===== src/hw/rtl/cvwt_pkg.sv =====
// ----------------------------------------------------------------------------
// cvwt_pkg: shared types and constants of the commit visibility window tracker
// Event codes, reset values and the command/status bundles between the
// controller and the datapath.
// ----------------------------------------------------------------------------
package cvwt_pkg;

	localparam int DEF_CORES        = 16;
	localparam int DEF_WINDOW_DEPTH = 256;

	localparam logic [63:0] ALL_ONES  = 64'hFFFF_FFFF_FFFF_FFFF;
	localparam logic [8:0]  THR_RESET = 9'd64;

	// event codes carried on mode
	localparam logic [2:0] MODE_CURSOR  = 3'd0;
	localparam logic [2:0] MODE_OLDEST  = 3'd1;
	localparam logic [2:0] MODE_SET_SNP = 3'd2;
	localparam logic [2:0] MODE_LOW_SNP = 3'd3;
	localparam logic [2:0] MODE_BEGIN   = 3'd4;
	localparam logic [2:0] MODE_END     = 3'd5;
	localparam logic [2:0] MODE_PUBLISH = 3'd6;
	localparam logic [2:0] MODE_LOOKUP  = 3'd7;

	// controller commands
	typedef struct packed {
		logic load;    // latch a new item, clear per-item accumulators
		logic event_c; // apply a per-core event
		logic find;    // window scan: id match and free entry
		logic insert;  // add the publish entry, raise the ceiling
		logic cscan;   // core scan: minima, candidate, attach count
		logic rinit;   // seed reach with the floor candidate
		logic reach;   // window scan: pin reach below entries above the horizon
		logic drop;    // window scan: drop entries below reach
		logic fin;     // raise floor, reload reclaim limit
	} cmd_t;

	// datapath status
	typedef struct packed {
		logic wlast;     // last cycle of a window scan
		logic clast;     // last cycle of a core scan
		logic is_pub;
		logic is_look;
		logic need_rc;   // window count reached the reclaim limit
		logic cand_ones; // floor candidate is all ones
		logic hor_ones;  // snapshot horizon is all ones
	} sts_t;

endpackage


===== src/hw/rtl/cvwt_ctrl.sv =====
// ----------------------------------------------------------------------------
// cvwt_ctrl: sequencer of the commit visibility window tracker
// Walks each item through the event step and, as its mode needs, window scans,
// core scan and reclaim, and raises done for one cycle when the result is ready.
// ----------------------------------------------------------------------------
module cvwt_ctrl import cvwt_pkg::*; (
	input  logic clk,
	input  logic arst_n,
	input  logic start,
	input  sts_t sts,
	output cmd_t cmd,
	output logic busy,
	output logic done
);

	localparam logic [3:0] S_IDLE   = 4'd0;
	localparam logic [3:0] S_EVENT  = 4'd1;
	localparam logic [3:0] S_FIND   = 4'd2;
	localparam logic [3:0] S_INSERT = 4'd3;
	localparam logic [3:0] S_CSCAN  = 4'd4;
	localparam logic [3:0] S_CHECK  = 4'd5;
	localparam logic [3:0] S_REACH  = 4'd6;
	localparam logic [3:0] S_DROP   = 4'd7;
	localparam logic [3:0] S_FIN    = 4'd8;
	localparam logic [3:0] S_DONE   = 4'd9;

	logic [3:0] state_q;
	logic [3:0] state_d;

	// next state and commands
	always_comb begin
		state_d = state_q;
		cmd     = '0;
		unique case (state_q)
			S_IDLE: begin
				if (start) begin
					cmd.load = 1'b1;
					state_d  = S_EVENT;
				end
			end
			S_EVENT: begin
				cmd.event_c = 1'b1;
				state_d     = (sts.is_pub || sts.is_look) ? S_FIND : S_CSCAN;
			end
			S_FIND: begin
				cmd.find = 1'b1;
				if (sts.wlast) state_d = sts.is_pub ? S_INSERT : S_CSCAN;
			end
			S_INSERT: begin
				cmd.insert = 1'b1;
				state_d    = S_CSCAN;
			end
			S_CSCAN: begin
				cmd.cscan = 1'b1;
				if (sts.clast) state_d = sts.is_pub ? S_CHECK : S_DONE;
			end
			S_CHECK: begin
				if (sts.need_rc && !sts.cand_ones) begin
					cmd.rinit = 1'b1;
					state_d   = sts.hor_ones ? S_DROP : S_REACH;
				end else begin
					state_d = S_DONE;
				end
			end
			S_REACH: begin
				cmd.reach = 1'b1;
				if (sts.wlast) state_d = S_DROP;
			end
			S_DROP: begin
				cmd.drop = 1'b1;
				if (sts.wlast) state_d = S_FIN;
			end
			S_FIN: begin
				cmd.fin = 1'b1;
				state_d = S_DONE;
			end
			S_DONE: begin
				state_d = S_IDLE;
			end
			default: begin
				state_d = S_IDLE;
			end
		endcase
	end

	// hold state
	always_ff @(posedge clk or negedge arst_n) begin
		if (!arst_n) begin
			state_q <= S_IDLE;
		end else begin
			state_q <= state_d;
		end
	end

	assign busy = (state_q != S_IDLE);
	assign done = (state_q == S_DONE);

	a_start_taken: assert property (@(posedge clk) disable iff (!arst_n)
		(start && !busy) |=> (state_q == S_EVENT))
		else $error("accepted item did not enter the event step");

	a_done_pulse: assert property (@(posedge clk) disable iff (!arst_n)
		done |=> !done)
		else $error("done held for more than one cycle");

	a_done_busy: assert property (@(posedge clk) disable iff (!arst_n)
		done |-> busy)
		else $error("done raised while idle");

endmodule


===== config.mk =====
export PLATFORM = sky130hd
export DESIGN_NAME = cvwt_ctrl
export DESIGN_NICKNAME = d
export VERILOG_FILES = /design/src/hw/rtl/cvwt_pkg.sv /design/src/hw/rtl/cvwt_ctrl.sv
export SDC_FILE = /design/constraint.sdc
export NUM_CORES = 1
export LEC_CHECK = 0
export BUFFER_PORTS_ARGS = -buffer_cell sky130_fd_sc_hd__buf_2
export CORE_AREA = 2 2 39 41
export DETAILED_ROUTE_END_ITERATION = 6
export DIE_AREA = 0 0 41 43
export GPL_TIMING_DRIVEN = 0
export PLACE_DENSITY_LB_ADDON = 0.2
export SETUP_SLACK_MARGIN = 0.2
export SLEW_MARGIN = 0
export SYNTH_ARGS = -nofsm -noshare
export SYNTH_HDL_FRONTEND = slang
export SYNTH_SLANG_ARGS = --single-unit
export TNS_END_PERCENT = 50

===== constraint.sdc =====
create_clock -name clk -period 1.77 [get_ports clk]
set_clock_uncertainty 0.15 [all_clocks]
set_input_delay 0.531 -clock clk [delete_from_list [all_inputs] [get_ports clk]]
set_output_delay 0.531 -clock clk [all_outputs]
set_load 0.02 [all_outputs]

==> results of run 1 <==
==> worst max-delay path, cell delays in order, from the launching register on <==
cell	delay, ps
dfrtp_2	450
buf_8	170
nor2_4	130
and3_4	190
buf_6	110
==> cell usage in the layout (no fill, tap or decap), types with 2 or more instances in the layout <==
master / instances
nor3_4: 4
nand2b_4: 4
buf_2: 9
inv_1: 5
nor3_1: 3
nand2_1: 2
a21oi_1: 6
clkbuf_4: 3
dfrtp_2: 3
nand3b_1: 2
buf_6: 12
buf_4: 16
buf_8: 2
nor2_1: 5
nor2_4: 5
==> report_power, final <==
part           switching [mW]  total [mW]  leakage, nW  internal (mW)
Clock                  0.0400       0.116       0.0138         0.0760
Combinational           0.779        1.61        0.398          0.829
Sequential             0.0629       0.205       0.0461          0.142
==> worst paths after layout <==
path,to,slack (ps),depth (start not counted)
worst max register to register,state_q[0],210,6
max in group asynchronous,state_q[3],870,2
worst min-delay path,state_q[1],470,2
min in group clk,state_q[1],570,3
worst max-delay path,cmd[8],-200,4
worst min register to register,state_q[0],680,3
==> cells by family after synthesis <==
group	after synthesis	synth area share
mux	1	0.0200
compound gates	17	0.238
simple gates	35	0.405
buf+inv	11	0.137
flops	4	0.200
==> metrics by stage <==
stage / setup WS, ps / std cells / hold WS, ps / TNS [ps] / utilization
finish: -199 / 123 / 468 / -1310 / 0.723
global route: -204 / 123 / 500 / -1550 / 0.723
CTS: -162 / 120 / 475 / -1080 / 0.678
detailed placement: -99.8 / 104 / 186 / -281 / 0.508
global placement: -91.7 / 104 / 184 / -273 / 0.508
floorplan: 108 / 68 / 85.4 / 0 / -
==> cell usage after synthesis, types with 2 or more instances <==
master and instances:
a21oi_1 6, buf_6 2, clkbuf_4 2, dfrtp_1 4, inv_1 5, nand2_1 3, nand2b_1 5, nand3b_1 2
nor2_1 10, nor3_1 7
==> per-layer routing <==
metal	track usage	vias up	routed length, µm
met5	0	-	0
met4	0.127	0	17
met3	0.0366	2	86
met2	0.309	35	940
met1	0.271	335	752
li1	-	319	-
==> layout make-up <==
class | count | share of cell area
buffer | 6 | 0.0913
tap | 16 | 0.0200
inverter | 5 | 0.0188
timing repair buffer | 36 | 0.288
multi-input combinational | 53 | 0.456
clock buffer | 3 | 0.0225
sequential | 4 | 0.104
==> repair_timing <==
item                                    4_1_cts  5_1_grt
hold endpoints to repair                      4        0
resized for setup                            30       11
hold buffers                                  1        0
endpoints found under the setup margin       11       12
pin swaps                                     5        5
setup buffers                                12        3
==> results.json, run 1 <==
{
  "largest_register_ffs": 4,
  "maxCapViolCount": 0,
  "area_delta_synth_final_pct": 100,
  "dieArea_mm2": 0.00176,
  "synth_warnings": 0,
  "num_vias": 691,
  "gp_congestion": 0.802,
  "synth_edf_count": 0,
  "final-seq-area_um2": 104,
  "grt_max_degree": 11,
  "crit_path_end_kind": "primary output",
  "grt_pass1_wl_um": 2500,
  "period_minus_slack_ps": 1970,
  "power_leakage_nw": 0.458,
  "drt_wl_total_um": 1800,
  "cts_buffer_depth": 2,
  "drt-pass1-iter-count": 4,
  "n_fill_cell": 118,
  "cts_buffers": 3,
  "wl_per_cell_um": 14.6,
  "rsz0062_at_grt": "true",
  "ys.flop_type": "dfrtp_1",
  "status": "finished with violations",
  "antenna_found_initial": 0,
  "setup_violations": 11,
  "worst_pin_slew_ps": 283,
  "stdcell_area_mm2": 0.00100,
  "peakVddDrop_mv": 1.02,
  "p_per_area_mw_per_mm2": 1930,
  "top_regs": "state_q (4)",
  "crit_fanout": 10,
  "initial_core_util": 0.362,
  "grt_pass1_vias": 604,
  "ys_seq_area_frac": 0.200,
  "portBuffers": 20,
  "syn_nets": 78,
  "synth_area_leaders": "dfrtp_1, nor2_1, nor3_1, nand2b_1, a21oi_1",
  "drt_iter0_drc": 27,
  "top_register": "state_q",
  "drive_gt1_frac": 0.636,
  "postSynthAreaPerCell_um2": 7.36,
  "clock_sinks": 4,
  "maxSlewHeadroom": 0.812,
  "cts.htree.levels": 1,
  "multi_input_area_um2": 457,
  "worst_r2r_startpoint": "state_q[2]",
  "cts_tree": "built",
  "synth_area_um2": 500,
  "cp-start-kind": "register",
  "cts_root_buf": "clkbuf_4",
  "finalPower_mw": 1.93,
  "fin_crit_sh": 1.11,
  "criticalPathCategory": "register to primary output",
  "maxSlewViolCount": 0,
  "viasPerCell": 5.62,
  "die_y_um": 43,
  "diodes": 0,
  "max_freq_mhz": 508,
  "ios": 21,
  "async_reset_ff_frac": 1.00,
  "coreArea_mm2": 0.00138,
  "hold_violations": 0,
  "syn_inst": 68,
  "synth_top_cell_by_area": "dfrtp_1",
  "placedInstanceArea_um2": 703,
  "grt_usage": 0.210,
  "worst_slack_ps": -199,
  "ys_types": 32,
  "nets": 119,
  "synth_top_area_share": 0.200,
  "failed_checks": "negative setup slack",
  "cp_data_arrival_time_ps": 1290,
  "place_hpwl_um": 956,
  "hp-class": "input port to async pin",
  "cts.clk_slew.worst_paths_ps": 40,
  "antenna_left": 0,
  "startpoint": "state_q[0]",
  "drcViolationCount": 0,
  "crit_required_ps": 1090,
  "num_rows": 14,
  "ys_ff_latch": 4,
  "die_x_um": 41,
  "clk_latency_ps": 240,
  "overflow": 0
}
No activity file was read; power rests on OpenSTA's default activity.
==> run 2: changes to the inputs <==
Settings changed: CELL_PAD_IN_SITES_DETAIL_PLACEMENT set to 1, CELL_PAD_IN_SITES_GLOBAL_PLACEMENT set to 1, CORE_AREA 2 2 39 41 to unset, CORE_MARGIN set to 2, CORE_UTILIZATION set to 31, DIE_AREA 0 0 41 43 to unset.
==> results.json, run 2 (same netlist as run 1, synthesis figures left out) <==
{
  "place_hpwl_um": 1130,
  "num_rows": 14,
  "worst_pin_slew_ps": 235,
  "portBuffers": 20,
  "antenna_found_initial": 0,
  "antenna_left": 0,
  "n_fill_cell": 180,
  "drive_gt1_frac": 0.577,
  "final_cell_mix": "buf_4, buf_6, buf_2, nor2_1, a21oi_1",
  "maxSlewViolCount": 0,
  "clock_sinks": 4,
  "grt_max_degree": 11,
  "failed_checks": "negative setup slack",
  "cts_buffers": 3,
  "drt_iter0_drc": 4,
  "top_register": "state_q",
  "grt_pass1_wl_um": 3070,
  "crit_required_ps": 1090,
  "max_freq_mhz": 515,
  "rsz0062_at_grt": "true",
  "hp-class": "input port to async pin",
  "p_per_area_mw_per_mm2": 1930,
  "hold_violations": 0,
  "drt-pass1-iter-count": 3,
  "largest_register_ffs": 4,
  "cts.htree.levels": 1,
  "gp_congestion": 0.852,
  "cts.clk_slew.worst_paths_ps": 40,
  "setup_violations": 11,
  "grt_usage": 0.218,
  "power_leakage_nw": 0.433,
  "stdcell_area_um2": 951,
  "status": "finished with violations",
  "maxCapViolCount": 0,
  "cts_tree": "built",
  "crit_fanout": 7,
  "fin_util": 0.631,
  "pre_cts_slack_ps": -103,
  "die_x_um": 44.2,
  "worst_slack_ps": -172,
  "grt_pass1_vias": 698,
  "path_cells": "buf_6, nor2_4, and3_4, buf_6",
  "final_common_cell": "buf_4",
  "crit_path_end_kind": "primary output",
  "dieArea_mm2": 0.00195,
  "num_vias": 640,
  "viasPerCell": 5.33,
  "coreArea_mm2": 0.00151,
  "area_delta_synth_final_pct": 90.0,
  "die_y_um": 44.2,
  "diodes": 0,
  "drt_wl_total_um": 1980,
  "criticalPathCategory": "register to primary output",
  "fin_crit_sh": 1.10,
  "cp-start-kind": "register",
  "period_minus_slack_ps": 1940,
  "cts_root_buf": "clkbuf_4",
  "initial_core_util": 0.332,
  "nets": 116,
  "peakVddDrop_mv": 0.949,
  "ios": 21,
  "top_regs": "state_q (4)",
  "drcViolationCount": 0,
  "placedInstanceArea_um2": 703,
  "clk_latency_ps": 230,
  "crit_top_cell": "buf_6",
  "maxSlewHeadroom": 0.842,
  "slowest_delay_ps": 460,
  "overflow": 0,
  "slowest_stage": "dfrtp_2",
  "cp_data_arrival_time_ps": 1260,
  "wl_per_cell_um": 16.5,
  "cts_buffer_depth": 2
}
run 2: changes by cell type in the layout (fill, tap and decap cells not counted), sizes merged:
cell    change
clkbuf      -1
buf         -2
run 2: cell type report:
class	count	area, µm²	share of cell area
clock buffers	3	22.5	0.0237
plain buffers	6	88.8	0.0934
repair buffers	33	255	0.268
multi-input cells	53	443	0.466
well taps	16	20.0	0.0211
flip-flops and latches	4	103	0.108
inverters	5	18.8	0.0197
run 2: worst max-delay path: cells and delay by family, from the launching register on:
family                 cells  cell delay [ps]
flip-flops                 1              460
buffers and inverters      2              260
AND/OR/NAND/NOR            2              300
run 2: worst paths after layout:
| path | slack (ps) | startpoint | cells past startpoint | to |
|---|---|---|---|---|
| max in group asynchronous | 860 | arst_n | 2 | state_q[1] |
| setup reg to reg | 150 | state_q[1] | 6 | state_q[3] |
| hold / removal | 490 | arst_n | 2 | state_q[0] |
| hold reg to reg | 660 | state_q[0] | 3 | state_q[0] |
| setup / recovery | -170 | state_q[1] | 4 | cmd[8] |
| min in group clk | 540 | sts[6] | 4 | state_q[1] |
run 2: report_power, final:
part | switching [mW] | internal [mW] | total (mW)
Combinational | 0.770 | 0.753 | 1.52
Sequential | 0.0587 | 0.141 | 0.199
Clock | 0.0341 | 0.0756 | 0.110
Total | 0.863 | 0.970 | 1.83
run 2: timing repair:
action,4_1_cts,5_1_grt
hold buffers,1,0
gates cloned,0,0
resized for setup,27,6
endpoints found under the hold margin,4,0
pin swaps,5,6
setup endpoints to repair,11,14
buffers inserted,10,2
run 2: layer usage:
layer,routed length (µm),part of all wire,vias to the layer above,global-route usage
met3,21,0.011,2,0.0245
met5,0,0,-,0
li1,-,-,312,-
met1,867,0.44,316,0.261
met2,1070,0.54,10,0.391
met4,16,0.0081,0,0.0909
run 2: per-stage QoR:
| step | hold WS (ps) | instances | TNS (ps) | total power, mW |
|---|---|---|---|---|
| 2_1_floorplan | 85.4 | 68 | 0 | 1.02 |
| 3_3_place_gp | 185 | 104 | -288 | 1.23 |
| 3_5_place_dp | 185 | 104 | -304 | 1.24 |
| 4_1_cts | 471 | 118 | -1260 | 1.71 |
| 5_1_grt | 487 | 120 | -1890 | 1.96 |
| 6_report | 488 | 120 | -1330 | 1.83 |
==> run 3: changes to the inputs <==
Settings changed: MAX_ROUTING_LAYER set to met4, SKIP_CTS_REPAIR_TIMING set to 1.
==> results.json, run 3 (same netlist as run 1, synthesis figures left out) <==
{
  "crit_path_end_kind": "primary output",
  "slowest_delay_ps": 460,
  "peakVddDrop_mv": 1.09,
  "antenna_left": 0,
  "gp_congestion": 0.866,
  "clock_sinks": 4,
  "die_y_um": 44.2,
  "drt-pass1-iter-count": 4,
  "setup_violations": 11,
  "largest_register_ffs": 4,
  "wl_per_cell_um": 20.8,
  "worst_pin_slew_ps": 318,
  "maxSlewViolCount": 0,
  "crit_fanout": 6,
  "crit_required_ps": 1090,
  "viasPerCell": 5.67,
  "area_delta_synth_final_pct": 104,
  "cts_buffer_depth": 2,
  "die_x_um": 44.2,
  "initial_core_util": 0.332,
  "cp_data_arrival_time_ps": 1280,
  "hold_violations": 0,
  "n_fill_cell": 177,
  "fin_crit_sh": 1.11,
  "p_seq_frac": 0.103,
  "cp-start-kind": "register",
  "slowest_stage": "dfrtp_2",
  "drt_wl_total_um": 2630,
  "hp-class": "input port to async pin",
  "maxCapViolCount": 0,
  "p_per_area_mw_per_mm2": 2060,
  "comb_power_share": 0.845,
  "ios": 21,
  "dieArea_mm2": 0.00195,
  "coreArea_mm2": 0.00151,
  "grt_usage": 0.177,
  "grt_max_degree": 11,
  "critPathBufInv": 2,
  "status": "finished with violations",
  "internal-power_mw": 1.09,
  "place_hpwl_um": 1130,
  "critPathTopFamily": "flip-flops",
  "drcViolationCount": 0,
  "top_register": "state_q",
  "criticalPathCategory": "register to primary output",
  "pre_cts_slack_ps": -103,
  "rsz0062_at_grt": "true",
  "final_cell_mix": "buf_4, buf_2, buf_6, a21oi_1",
  "cts_tree": "built",
  "diodes": 0,
  "portBuffers": 20,
  "overflow": 0,
  "worst_slack_ps": -193,
  "cp.depth": 4,
  "sw_frac_of_total": 0.478,
  "dp_cells": 104,
  "power_leakage_nw": 0.468,
  "cts.clk_slew.worst_paths_ps": 40,
  "nets": 122,
  "final_common_cell": "buf_4",
  "antenna_found_initial": 0,
  "num_vias": 714,
  "finalPower_mw": 2.09,
  "maxSlewHeadroom": 0.786,
  "num_rows": 14,
  "path_cells": "buf_4, nor2_4, and3_4, buf_6",
  "cts.htree.levels": 1,
  "reg2regPathDepth": 5,
  "drt_iter0_drc": 17,
  "cts_root_buf": "clkbuf_4",
  "layoutNonFillerInstCount": 126,
  "period_minus_slack_ps": 1960,
  "p_clk_frac": 0.053,
  "tns_ps": -1470,
  "grt_pass1_wl_um": 2490,
  "grt_pass1_vias": 579,
  "failed_checks": "negative setup slack",
  "drive_gt1_frac": 0.627,
  "fin_util": 0.676,
  "switchingPower_mw": 1.00,
  "top_regs": "state_q (4)",
  "clk_latency_ps": 230,
  "max_freq_mhz": 509,
  "cts_buffers": 3
}
## run 3: per-layer routing
layer	up-vias	wire [µm]	track usage
li1	329	-	-
met1	345	1060	0.214
met2	32	1360	0.294
met3	8	121	0.0245
met4	0	77	0.0727
met5	-	0	-
## run 3: worst reg2reg max path: cells and delay by family, from the launching register on
kind / cells / cell delay (ps)
compound gates: 2 / 500
buf+inv: 3 / 460
flops: 1 / 460
## run 3: cell type report
cell class                      instances  area, µm²  share of cell area
Clock buffer                            3       22.5              0.0221
Multi-Input combinational cell         53        458               0.450
Inverter                                5       18.8              0.0184
Sequential cell                         4        103               0.101
Buffer                                  6       87.6              0.0860
Timing Repair Buffer                   39        309               0.303
Tap cell                               16       20.0              0.0197
## run 3: final timing paths
path,from,endpoint,slack [ps]
worst min register to register,state_q[0],state_q[1],690
worst min-delay path,arst_n,state_q[0],500
worst max-delay path,state_q[1],cmd[8],-190
max in group asynchronous,arst_n,state_q[1],850
worst max register to register,state_q[1],state_q[0],60
min in group clk,sts[4],state_q[1],540
## run 3: power by group through the flow
stage / sequential, mW / combinational, mW / clock, mW
4_1_cts: 0.189 / 1.06 / 0.117
3_3_place_gp: 0.191 / 1.04 / 0
3_5_place_dp: 0.190 / 1.05 / 0
6_report: 0.215 / 1.77 / 0.110
5_1_grt: 0.215 / 1.86 / 0.126
2_1_floorplan: 0.173 / 0.847 / 0
## run 3: stage by stage
| stage | hold slack [ps] | instance area [µm²] |
|---|---|---|
| 2_1_floorplan | 85.4 | 583 |
| 3_3_place_gp | 185 | 703 |
| 3_5_place_dp | 185 | 703 |
| 4_1_cts | -66.6 | 726 |
| 5_1_grt | 487 | 1020 |
| 6_report | 496 | 1020 |
